`src/sv/psp_pkg.sv`:
```
package psp_pkg;

  localparam int BYTE_W   = 8;
  localparam int OFS_W    = 13;
  localparam int LEN_W    = 12;
  localparam int PROG_W   = 16;
  localparam int PID_W    = 13;
  localparam int STAT_W   = 2;
  localparam int STORED_W = 7;
  localparam int SHIFT_W  = 24;
  localparam int SID_W    = 16;
  localparam int VER_W    = 5;
  localparam int TDATA_W  = 40;

  localparam logic [OFS_W-1:0] OFS_TABLE_ID = 13'd0;
  localparam logic [OFS_W-1:0] OFS_LEN_HI   = 13'd1;
  localparam logic [OFS_W-1:0] OFS_LEN_LO   = 13'd2;
  localparam logic [OFS_W-1:0] OFS_SID_HI   = 13'd3;
  localparam logic [OFS_W-1:0] OFS_SID_LO   = 13'd4;
  localparam logic [OFS_W-1:0] OFS_VERSION  = 13'd5;
  localparam logic [OFS_W-1:0] OFS_SEC_NUM  = 13'd6;
  localparam logic [OFS_W-1:0] OFS_LAST_SEC = 13'd7;
  localparam logic [OFS_W-1:0] OFS_ENTRIES  = 13'd8;
  localparam logic [OFS_W-1:0] OFS_MAX      = 13'h1fff;

  localparam logic [LEN_W-1:0] LEN_FIXED    = 12'd9;

  localparam logic [BYTE_W-1:0] HDR_NIBBLE_MASK = 8'hf0;
  localparam logic [BYTE_W-1:0] HDR_NIBBLE      = 8'hb0;
  localparam logic [BYTE_W-1:0] LEN_HI_MASK     = 8'h0f;

  localparam logic [STAT_W-1:0] ST_NEW   = 2'd0;
  localparam logic [STAT_W-1:0] ST_SAME  = 2'd1;
  localparam logic [STAT_W-1:0] ST_BAD   = 2'd2;
  localparam logic [STAT_W-1:0] ST_TRUNC = 2'd3;

  localparam logic KIND_ENTRY  = 1'b0;
  localparam logic KIND_STATUS = 1'b1;

  typedef struct packed {
    logic                kind;
    logic [PROG_W-1:0]   program_number;
    logic [PID_W-1:0]    map_pid;
    logic [STAT_W-1:0]   section_status;
    logic                table_overflow;
    logic [STORED_W-1:0] programs_stored;
  } result_t;

endpackage

```
`src/sv/psp_core.sv`:
```
module psp_core #(
  parameter int MAX_PROGRAMS = 64
) (
  input  logic                        clk,
  input  logic                        rst,
  input  logic                        step,
  input  logic [psp_pkg::BYTE_W-1:0]  data_byte,
  input  logic                        last_byte,
  output logic                        res_valid,
  output psp_pkg::result_t            res
);

  localparam int COUNT_W = $clog2(MAX_PROGRAMS + 1);
  localparam int ADDR_W  = (MAX_PROGRAMS > 1) ? $clog2(MAX_PROGRAMS) : 1;
  localparam int ENTRY_W = psp_pkg::PROG_W + psp_pkg::PID_W;

  logic [psp_pkg::OFS_W-1:0]   byte_offset, byte_offset_next;
  logic [psp_pkg::LEN_W-1:0]   declared_length, declared_length_next;
  logic [psp_pkg::SID_W-1:0]   pending_stream_id, pending_stream_id_next;
  logic [psp_pkg::STAT_W-1:0]  verdict, verdict_next;
  logic [psp_pkg::SID_W-1:0]   stored_stream_id, stored_stream_id_next;
  logic [psp_pkg::VER_W-1:0]   stored_version, stored_version_next;
  logic                        table_known, table_known_next;
  logic [psp_pkg::SHIFT_W-1:0] entry_shift, entry_shift_next;
  logic [COUNT_W-1:0]          program_count, program_count_next;
  logic                        overflow_seen, overflow_seen_next;

  logic [ENTRY_W-1:0] program_table [MAX_PROGRAMS];

  logic                        wr_en;
  logic [psp_pkg::LEN_W-1:0]   len_diff;
  logic [psp_pkg::LEN_W-3:0]   npairs;
  logic [psp_pkg::OFS_W-1:0]   region_end;
  logic                        decl_end, at_end, entry_done;
  logic [psp_pkg::PROG_W-1:0]  eprog;
  logic [psp_pkg::PID_W-1:0]   epid;
  logic [psp_pkg::STAT_W-1:0]  status;
  logic [psp_pkg::STORED_W-1:0] stored7;

  generate
    if (COUNT_W >= psp_pkg::STORED_W) begin : g_wide
      assign stored7 = program_count_next[psp_pkg::STORED_W-1:0];
    end else begin : g_narrow
      assign stored7 = {{(psp_pkg::STORED_W-COUNT_W){1'b0}}, program_count_next};
    end
  endgenerate

  always_comb begin
    byte_offset_next       = byte_offset;
    declared_length_next   = declared_length;
    pending_stream_id_next = pending_stream_id;
    verdict_next           = verdict;
    stored_stream_id_next  = stored_stream_id;
    stored_version_next    = stored_version;
    table_known_next       = table_known;
    entry_shift_next       = entry_shift;
    program_count_next     = program_count;
    overflow_seen_next     = overflow_seen;
    wr_en                  = 1'b0;
    entry_done             = 1'b0;
    eprog                  = entry_shift[23:8];
    epid                   = {entry_shift[4:0], data_byte};

    len_diff   = declared_length - psp_pkg::LEN_FIXED;
    npairs     = (declared_length >= psp_pkg::LEN_FIXED) ? len_diff[psp_pkg::LEN_W-1:2] : '0;
    region_end = psp_pkg::OFS_ENTRIES + {1'b0, npairs, 2'b00};

    case (byte_offset)
      psp_pkg::OFS_TABLE_ID: begin
        verdict_next = (data_byte != '0) ? psp_pkg::ST_BAD : psp_pkg::ST_NEW;
      end
      psp_pkg::OFS_LEN_HI: begin
        if ((data_byte & psp_pkg::HDR_NIBBLE_MASK) != psp_pkg::HDR_NIBBLE) begin
          verdict_next = psp_pkg::ST_BAD;
        end
        declared_length_next = {data_byte[3:0] & psp_pkg::LEN_HI_MASK[3:0], 8'h00};
      end
      psp_pkg::OFS_LEN_LO: begin
        declared_length_next = {declared_length[11:8], data_byte};
      end
      psp_pkg::OFS_SID_HI: begin
        pending_stream_id_next = {data_byte, 8'h00};
      end
      psp_pkg::OFS_SID_LO: begin
        pending_stream_id_next = {pending_stream_id[15:8], data_byte};
      end
      psp_pkg::OFS_VERSION: begin
        entry_shift_next = {19'd0, data_byte[5:1]};
        if (!data_byte[0]) begin
          verdict_next = psp_pkg::ST_BAD;
        end
      end
      psp_pkg::OFS_SEC_NUM: begin
        if (data_byte != '0) begin
          verdict_next = psp_pkg::ST_BAD;
        end
      end
      psp_pkg::OFS_LAST_SEC: begin
        if (data_byte != '0) begin
          verdict_next = psp_pkg::ST_BAD;
        end
        if (verdict_next != psp_pkg::ST_BAD) begin
          if (table_known && pending_stream_id == stored_stream_id &&
              entry_shift[4:0] == stored_version) begin
            verdict_next = psp_pkg::ST_SAME;
          end else begin
            verdict_next          = psp_pkg::ST_NEW;
            stored_stream_id_next = pending_stream_id;
            stored_version_next   = entry_shift[4:0];
            table_known_next      = 1'b1;
            program_count_next    = '0;
            overflow_seen_next    = 1'b0;
          end
          entry_shift_next = '0;
        end
      end
      default: begin
        if (verdict == psp_pkg::ST_NEW && byte_offset < region_end) begin
          if (byte_offset[1:0] == 2'b11) begin
            entry_shift_next = '0;
            if (eprog != '0) begin
              if (program_count < COUNT_W'(MAX_PROGRAMS)) begin
                wr_en              = 1'b1;
                program_count_next = program_count + 1'b1;
                entry_done         = 1'b1;
              end else begin
                overflow_seen_next = 1'b1;
              end
            end
          end else begin
            entry_shift_next = {entry_shift[15:0], data_byte};
          end
        end
      end
    endcase

    decl_end = (byte_offset >= psp_pkg::OFS_LEN_LO) &&
               ({1'b0, byte_offset} == ({2'b00, declared_length_next} + 14'd2));
    at_end   = last_byte || decl_end;

    if (byte_offset < psp_pkg::OFS_LAST_SEC) begin
      status = (verdict_next == psp_pkg::ST_BAD || decl_end) ? psp_pkg::ST_BAD
                                                               : psp_pkg::ST_TRUNC;
    end else if (decl_end) begin
      status = verdict_next;
    end else begin
      status = (verdict_next == psp_pkg::ST_BAD) ? psp_pkg::ST_BAD : psp_pkg::ST_TRUNC;
    end

    if (at_end) begin
      byte_offset_next = '0;
    end else if (byte_offset < psp_pkg::OFS_MAX) begin
      byte_offset_next = byte_offset + 1'b1;
    end

    res_valid               = at_end || entry_done;
    res.kind                = at_end ? psp_pkg::KIND_STATUS : psp_pkg::KIND_ENTRY;
    res.program_number      = at_end ? '0 : eprog;
    res.map_pid             = at_end ? '0 : epid;
    res.section_status      = at_end ? status : psp_pkg::ST_NEW;
    res.table_overflow      = overflow_seen_next;
    res.programs_stored     = stored7;
  end

  always_ff @(posedge clk) begin
    if (rst) begin
      byte_offset       <= '0;
      declared_length   <= '0;
      pending_stream_id <= '0;
      verdict           <= psp_pkg::ST_NEW;
      stored_stream_id  <= '0;
      stored_version    <= '0;
      table_known       <= 1'b0;
      entry_shift       <= '0;
      program_count     <= '0;
      overflow_seen     <= 1'b0;
    end else if (step) begin
      byte_offset       <= byte_offset_next;
      declared_length   <= declared_length_next;
      pending_stream_id <= pending_stream_id_next;
      verdict           <= verdict_next;
      stored_stream_id  <= stored_stream_id_next;
      stored_version    <= stored_version_next;
      table_known       <= table_known_next;
      entry_shift       <= entry_shift_next;
      program_count     <= program_count_next;
      overflow_seen     <= overflow_seen_next;
    end
  end

  always_ff @(posedge clk) begin
    if (step && wr_en) begin
      program_table[program_count[ADDR_W-1:0]] <= {eprog, epid};
    end
  end

endmodule

```
`src/sv/pat_section_parser.sv`:
```
// channel   dir  tdata                        tuser      tlast
// s_axis    in   [7:0] data_byte              -          last_byte
// m_axis    out  program_number, map_pid,     item_kind  -
//                section_status, overflow,
//                programs_stored
//
// one beat per cycle in while no stalled result holds the input stage
// one input register and one result register; beats with no result still
// pass the input stage
// rst is synchronous and clears parser state and both valid flags
// a stalled result holds the input stage once it is full
module pat_section_parser #(
  parameter int MAX_PROGRAMS = 64
) (
  input  logic                         clk,
  input  logic                         rst,
  input  logic                         s_axis_tvalid,
  output logic                         s_axis_tready,
  input  logic [7:0]                   s_axis_tdata,  // data_byte
  input  logic                         s_axis_tlast,  // last_byte
  output logic                         m_axis_tvalid,
  input  logic                         m_axis_tready,
  // program_number, map_pid, section_status, table_overflow, programs_stored, zero pad
  output logic [psp_pkg::TDATA_W-1:0]  m_axis_tdata,
  output logic                         m_axis_tuser   // item_kind
);

  logic                       in_valid;
  logic [psp_pkg::BYTE_W-1:0] in_data;
  logic                       in_last;
  logic                       advance;
  logic                       res_valid;
  psp_pkg::result_t           res;
  psp_pkg::result_t           out_res;

  assign advance       = in_valid && (!m_axis_tvalid || m_axis_tready);
  assign s_axis_tready = !in_valid || advance;

  psp_core #(
    .MAX_PROGRAMS(MAX_PROGRAMS)
  ) u_core (
    .clk       (clk),
    .rst       (rst),
    .step      (advance),
    .data_byte (in_data),
    .last_byte (in_last),
    .res_valid (res_valid),
    .res       (res)
  );

  always_ff @(posedge clk) begin
    if (rst) begin
      in_valid <= 1'b0;
    end else if (s_axis_tvalid && s_axis_tready) begin
      in_valid <= 1'b1;
    end else if (advance) begin
      in_valid <= 1'b0;
    end
  end

  always_ff @(posedge clk) begin
    if (s_axis_tvalid && s_axis_tready) begin
      in_data <= s_axis_tdata;
      in_last <= s_axis_tlast;
    end
  end

  always_ff @(posedge clk) begin
    if (rst) begin
      m_axis_tvalid <= 1'b0;
    end else if (advance && res_valid) begin
      m_axis_tvalid <= 1'b1;
    end else if (m_axis_tready) begin
      m_axis_tvalid <= 1'b0;
    end
  end

  always_ff @(posedge clk) begin
    if (advance && res_valid) begin
      out_res <= res;
    end
  end

  assign m_axis_tuser = out_res.kind;
  assign m_axis_tdata = {1'b0, out_res.programs_stored, out_res.table_overflow,
                         out_res.section_status, out_res.map_pid, out_res.program_number};

endmodule
```
`config.mk`:
```
export PLATFORM = sky130hd
export DESIGN_NAME = pat_section_parser
export DESIGN_NICKNAME = d
export VERILOG_FILES = /design/src/sv/psp_pkg.sv /design/src/sv/psp_core.sv /design/src/sv/pat_section_parser.sv
export SDC_FILE = /design/constraint.sdc
export NUM_CORES = 1
export LEC_CHECK = 0
export CAP_MARGIN = 10
export CORE_UTILIZATION = 65
export CTS_CLUSTER_SIZE = 14
export DETAILED_ROUTE_END_ITERATION = 6
export DONT_BUFFER_PORTS = 1
export PLACE_DENSITY = 0.85
export SETUP_SLACK_MARGIN = 0.3
export SLEW_MARGIN = 20
export SYNTH_ARGS = -nofsm -noshare
export SYNTH_HDL_FRONTEND = slang
export SYNTH_SLANG_ARGS = --single-unit
```
`constraint.sdc`:
```
create_clock -name clk -period 15 [get_ports clk]
set_input_delay 4.5 -clock clk [delete_from_list [all_inputs] [get_ports clk]]
set_output_delay 4.5 -clock clk [all_outputs]
set_load 0.01 [all_outputs]
```
After elaboration in Yosys (flattened, before gate mapping). Cells that the tools add are included.

Flip-flop bits (word level): 148. Output and inout port bits: 43. Bits of input ports: 13. Logic and storage cells: 126.

Order comparisons: 6. Bitwise operators: 3. Eq/ne operators: 15. Add/sub/neg operators: 5. Reduce and logical (&&, ||, !) cells: 31. Mux-type cells: 45.

Operator list (number): two-way mux 24 bit (3); case mux 24 bit (3 select lines) (1); equality test 13 x 3 -> 1 bit, second input constant (4); two-way mux 7 bit (6); case mux 16 bit (2 select lines) (1); equality test 13 x 2 -> 1 bit, second input constant (2); two-way mux 13 bit (2); case mux 12 bit (2 select lines) (1); two-way mux 1 bit (19); equality test 16 bit (1); two-way mux 2 bit (8); nonzero test 16 bit (1); equality test 13 x 14 -> 1 bit (1); case mux 7 bit (2 select lines) (1); adder 12 x 2 -> 13 bit, second input constant (1); adder 13 x 1 -> 13 bit, second input constant (1); adder 4 x 12 -> 13 bit, first input constant (1); equality test 13 x 1 -> 1 bit, second input constant (1); greater-or-equal comparator 13 x 2 -> 1 bit, second input constant (1); logical NOT 13 bit (1); < comparator 13 bit (1); < comparator 13 bit, second input constant (1); < comparator 13 x 3 -> 1 bit, second input constant (1); greater-or-equal comparator 12 x 4 -> 1 bit, second input constant (1); 25 further kinds (44).

Depth between registers and ports, before layout.
Depth in word-level cells: 10. Mapped depth: 23. Depth with buffers taken out: 21.

Hierarchy. Synthesis repeated with hierarchy kept, for this count alone.

Cells, all modules: 888. Area, all modules: 7942.6 um2.

By module, submodules not included: psp_core (cells each 826, seq. area each 1941.9 um2, instances 1, area an instance 6357.3 um2); pat_section_parser (cells each 62, seq. area each 1511.4 um2, instances 1, area an instance 1585.3 um2).

Worst setup path before layout. No wires, ideal clock.

Path kind: in2out. From: input port m_axis_tready. To: output port s_axis_tready. Arrival time: 4.773 ns. Slack: 5.727 ns. Cell stages on the path: 2. Buffers on the path: 0. Data required time: 10.500 ns. Cell sequence: nor2b_1 -> nand2_1.

Longest elaborated chain between the ends: 3.

Ends and longest elaborated chain: from (decl) (line pat_section_parser.sv:22) `input logic m_axis_tready,`; logical OR 1 bit (line pat_section_parser.sv:36) `assign advance = in_valid && (!m_axis_tvalid || m_axis_tready);`; logical AND 1 bit (line pat_section_parser.sv:36); logical OR 1 bit (line pat_section_parser.sv:37) `assign s_axis_tready = !in_valid || advance;`; to (decl) (line pat_section_parser.sv:18) `output logic s_axis_tready,`.

No other way between the ends.

Worst setup path after layout. Ends and elaborated chain as after synthesis.

==> key figures <==
Status
  • Status: finished, violations left
  • Failing checks: DRC

Yosys
  • Largest area contributor in the netlist: dfxtp_1
  • Syn Inst Count: 875
  • Post-synthesis sequential area ratio: 44.3%
  • Post-Synthesis Cell Area: 7800 sq um
  • Area contributors post-synth: dfxtp_1, edfxtp_1, nor2_1
  • Post-synthesis cell type count: between 70 and 80
  • Post-synth top area share: 25.4%
  • Top FF cell, synth: dfxtp_1
  • Synth warn: 0
  • #FFs+latches synth: 148
  • Avg Inst Size Synth: 8.91 sq um
  • Nets in the synthesized netlist: 905
  • Ys async rst share: 0%
  • EDFF count, synth: 49

Layout
  • Non-filler cells, final: approximately 990
  • Fillers: 809
  • Antenna cell count: 0
  • Area Overhead vs Synth: 7.83%
  • Nets: just under 900
  • Commonest non-fill, non-tap cell in the layout: dfxtp_1
  • Layout cells sized above 1: 6.24%
  • Commonest non-fill, non-tap cells in the layout: dfxtp_1, nor2_1, nand2_1, o21ai_0

Setup path
  • CP max stage cell: nor2b_1
  • Critical path class: in2out
  • Buf/Inv on CP: 0
  • Critical path fanouts, max: 3
  • CP Launch Type: input pin
  • Worst Setup End Kind: output pin
  • CP cell instances: nor2b_1 -> nand2_1
  • Top cell family by delay on the critical path: simple AND/OR/NAND/NOR gates
  • WP data arrival: 4.80 ns
  • Crit path largest cell delay: between 0.15 and 0.2 ns
  • Worst path required time: 10.50 ns

Global route
  • Vias in the first global route: around 6300
  • Largest net degree at the start of global routing: 94
  • Grt ovf: 0
  • First-pass GRT wire length: 31800 um
  • GRT Total Usage: approximately 33%
  • Initial antenna violation count: 0

Route
  • Post-DR wirelength/cell: 19.4 um
  • DR iter-0 viols: approximately 810
  • Final ANT Viol Nets: 0
  • DR vias: 6575
  • Pre-Repair DR Iteration Count: 7
  • Routed wire length: just under 20000 um
  • DRC viols: 7
  • Vias/cell: between 6 and 7

Place
  • Number of port buffers: 0
  • Cells after DPL: 960
  • Detailed placer's ending HPWL: 12400 um
  • Global placer's final weighted congestion: 0.961

Clock network
  • H-tree depth: 4
  • Sink Count: 148
  • Reg clk slew, reported paths: 0.07 ns
  • Setup bufs post-CTS: 0
  • Clock latency on the worst-skew pair: between 0.4 and 0.5 ns
  • CTS Buf Count: 17
  • Root Buffer: clkbuf_16
  • Hold-fix buffers at CTS: 0
  • PostCTS Resize Cnt: 0
  • CTS tree: yes
  • Clk buf depth: 2

Timing
  • TNS Setup: 0 ns
  • Unrepaired setup endpoints after global routing: false
  • Final Skew: 0.0102 ns
  • Achievable clock frequency: between 0.1 and 0.15 GHz
  • Final setup fails: 0
  • Final worst path period share: 62.0%
  • Headroom to the max-slew limit: between 30% and 40%
  • Slew @ Worst Pin: 1.04 ns
  • Minimum clock period: just over 9 ns
  • Worst hold slack: around 0.47 ns
  • Final slew viol count: 0
  • Endpoints failing hold: 0

Hold path
  • HP Class: reg2reg

Power
  • Power per standard cell area: 110 nW/um^2
  • Worst vdd ir: slightly below 0.08 mV
  • LEAKAGE: 0.00313 uW

Die
  • Die height: 112 um
  • IO Pins: 56
  • Core Rows: 39
  • Core Footprint: 11600 sq um
  • Die ar.: 12400 sq um
  • Initial Util: 67.4%
  • Die width: around 110 um

Run
  • Max_cap viols: 0
==> sequential cells by signal (all words and copies together), names as in the netlist <==
name,count
u_core.stored_stream_id,16
m_axis_tuser,1
u_core.overflow_seen,1
u_core.entry_shift,24
u_core.verdict,2
u_core.table_known,1
in_valid,1
in_last,1
u_core.stored_version,5
u_core.byte_offset,13
m_axis_tvalid,1
in_data,8
u_core.program_count,7
u_core.pending_stream_id,16
u_core.declared_length,12
m_axis_tdata,39
==> cells in the mapped netlist (all sizes together), types with 26 or more instances <==
library cell	n
a21oi	55
and2	39
clkbuf	50
dfxtp	99
edfxtp	49
mux2i	29
nand2	64
nand2b	26
nand3	53
nor2	90
o21ai	54
xor2	27
==> cell type report <==
type / instances / area (sq um) / area share, %
flip-flops and latches: 148 / 3450 / 41.1
repair buffers: 6 / 65.1 / 0.774
clock inverters: 10 / 145 / 1.73
multi-input cells: 653 / 4060 / 48.3
inverters: 11 / 41.3 / 0.491
well taps: 143 / 179 / 2.13
clock buffers: 22 / 465 / 5.54
==> metrics by stage <==
stage               instance area (sq um)  power (uW)  utilization, %  worst slack, ns
finish                               8410         921            72.7             5.70
floorplan                            7800         475               -             5.73
detailed placement                   7770         485            67.2             5.70
CTS                                  8380         920            72.5             5.70
global placement                     7770         483            67.2             5.70
global route                         8410         945            72.7             5.66
==> layer usage <==
layer / GRT usage (%) / vias to the layer above / share of wire [%] / wire, um
met5: 0 / - / 0 / 0
met4: 15.4 / 0 / 3.5 / 684
met3: 7.62 / 77 / 7.3 / 1420
met2: 53.1 / 325 / 48 / 9200
met1: 41.2 / 3086 / 41 / 7970
li1: - / 3087 / - / -
==> cell families (layout without fill, tap and decap cells) <==
| group | Yosys count | in the layout | share of synthesized area, % |
|---|---|---|---|
| AND/OR/NAND/NOR | 362 | 362 | 23.7 |
| AO/OA/AOI/OAI | 206 | 206 | 17.3 |
| flip-flops | 148 | 148 | 44.3 |
| buffers and inverters | 74 | 49 | 3.88 |
| XOR/XNOR | 35 | 35 | 3.93 |
| multiplexers | 31 | 31 | 4.06 |
| adder cells (fa/ha/maj) | 17 | 17 | 2.73 |
| other | 2 | 2 | 0.0963 |
==> final timing paths <==
| path | from | end | slack (ns) | cells after the start |
|---|---|---|---|---|
| setup reg to reg | u_core.declared_length[1]$_SDFFE_PP0P_ | m_axis_tdata[26]$_SDFFCE_PN0P_ | 8.84 | 19 |
| hold reg to reg | u_core.entry_shift[6]$_SDFFE_PP0P_ | u_core.entry_shift[14]$_SDFFE_PP0P_ | 0.47 | 2 |
| setup / recovery | m_axis_tready | s_axis_tready | 5.70 | 2 |
| hold / removal | u_core.entry_shift[6]$_SDFFE_PP0P_ | u_core.entry_shift[14]$_SDFFE_PP0P_ | 0.47 | 2 |
==> power by group <==
part | total, uW | internal [uW] | switching (uW)
registers | 431 | 420 | 11.2
logic | 48.1 | 17.9 | 30.3
clock network | 442 | 273 | 169
(Power assumes the default switching activity.)
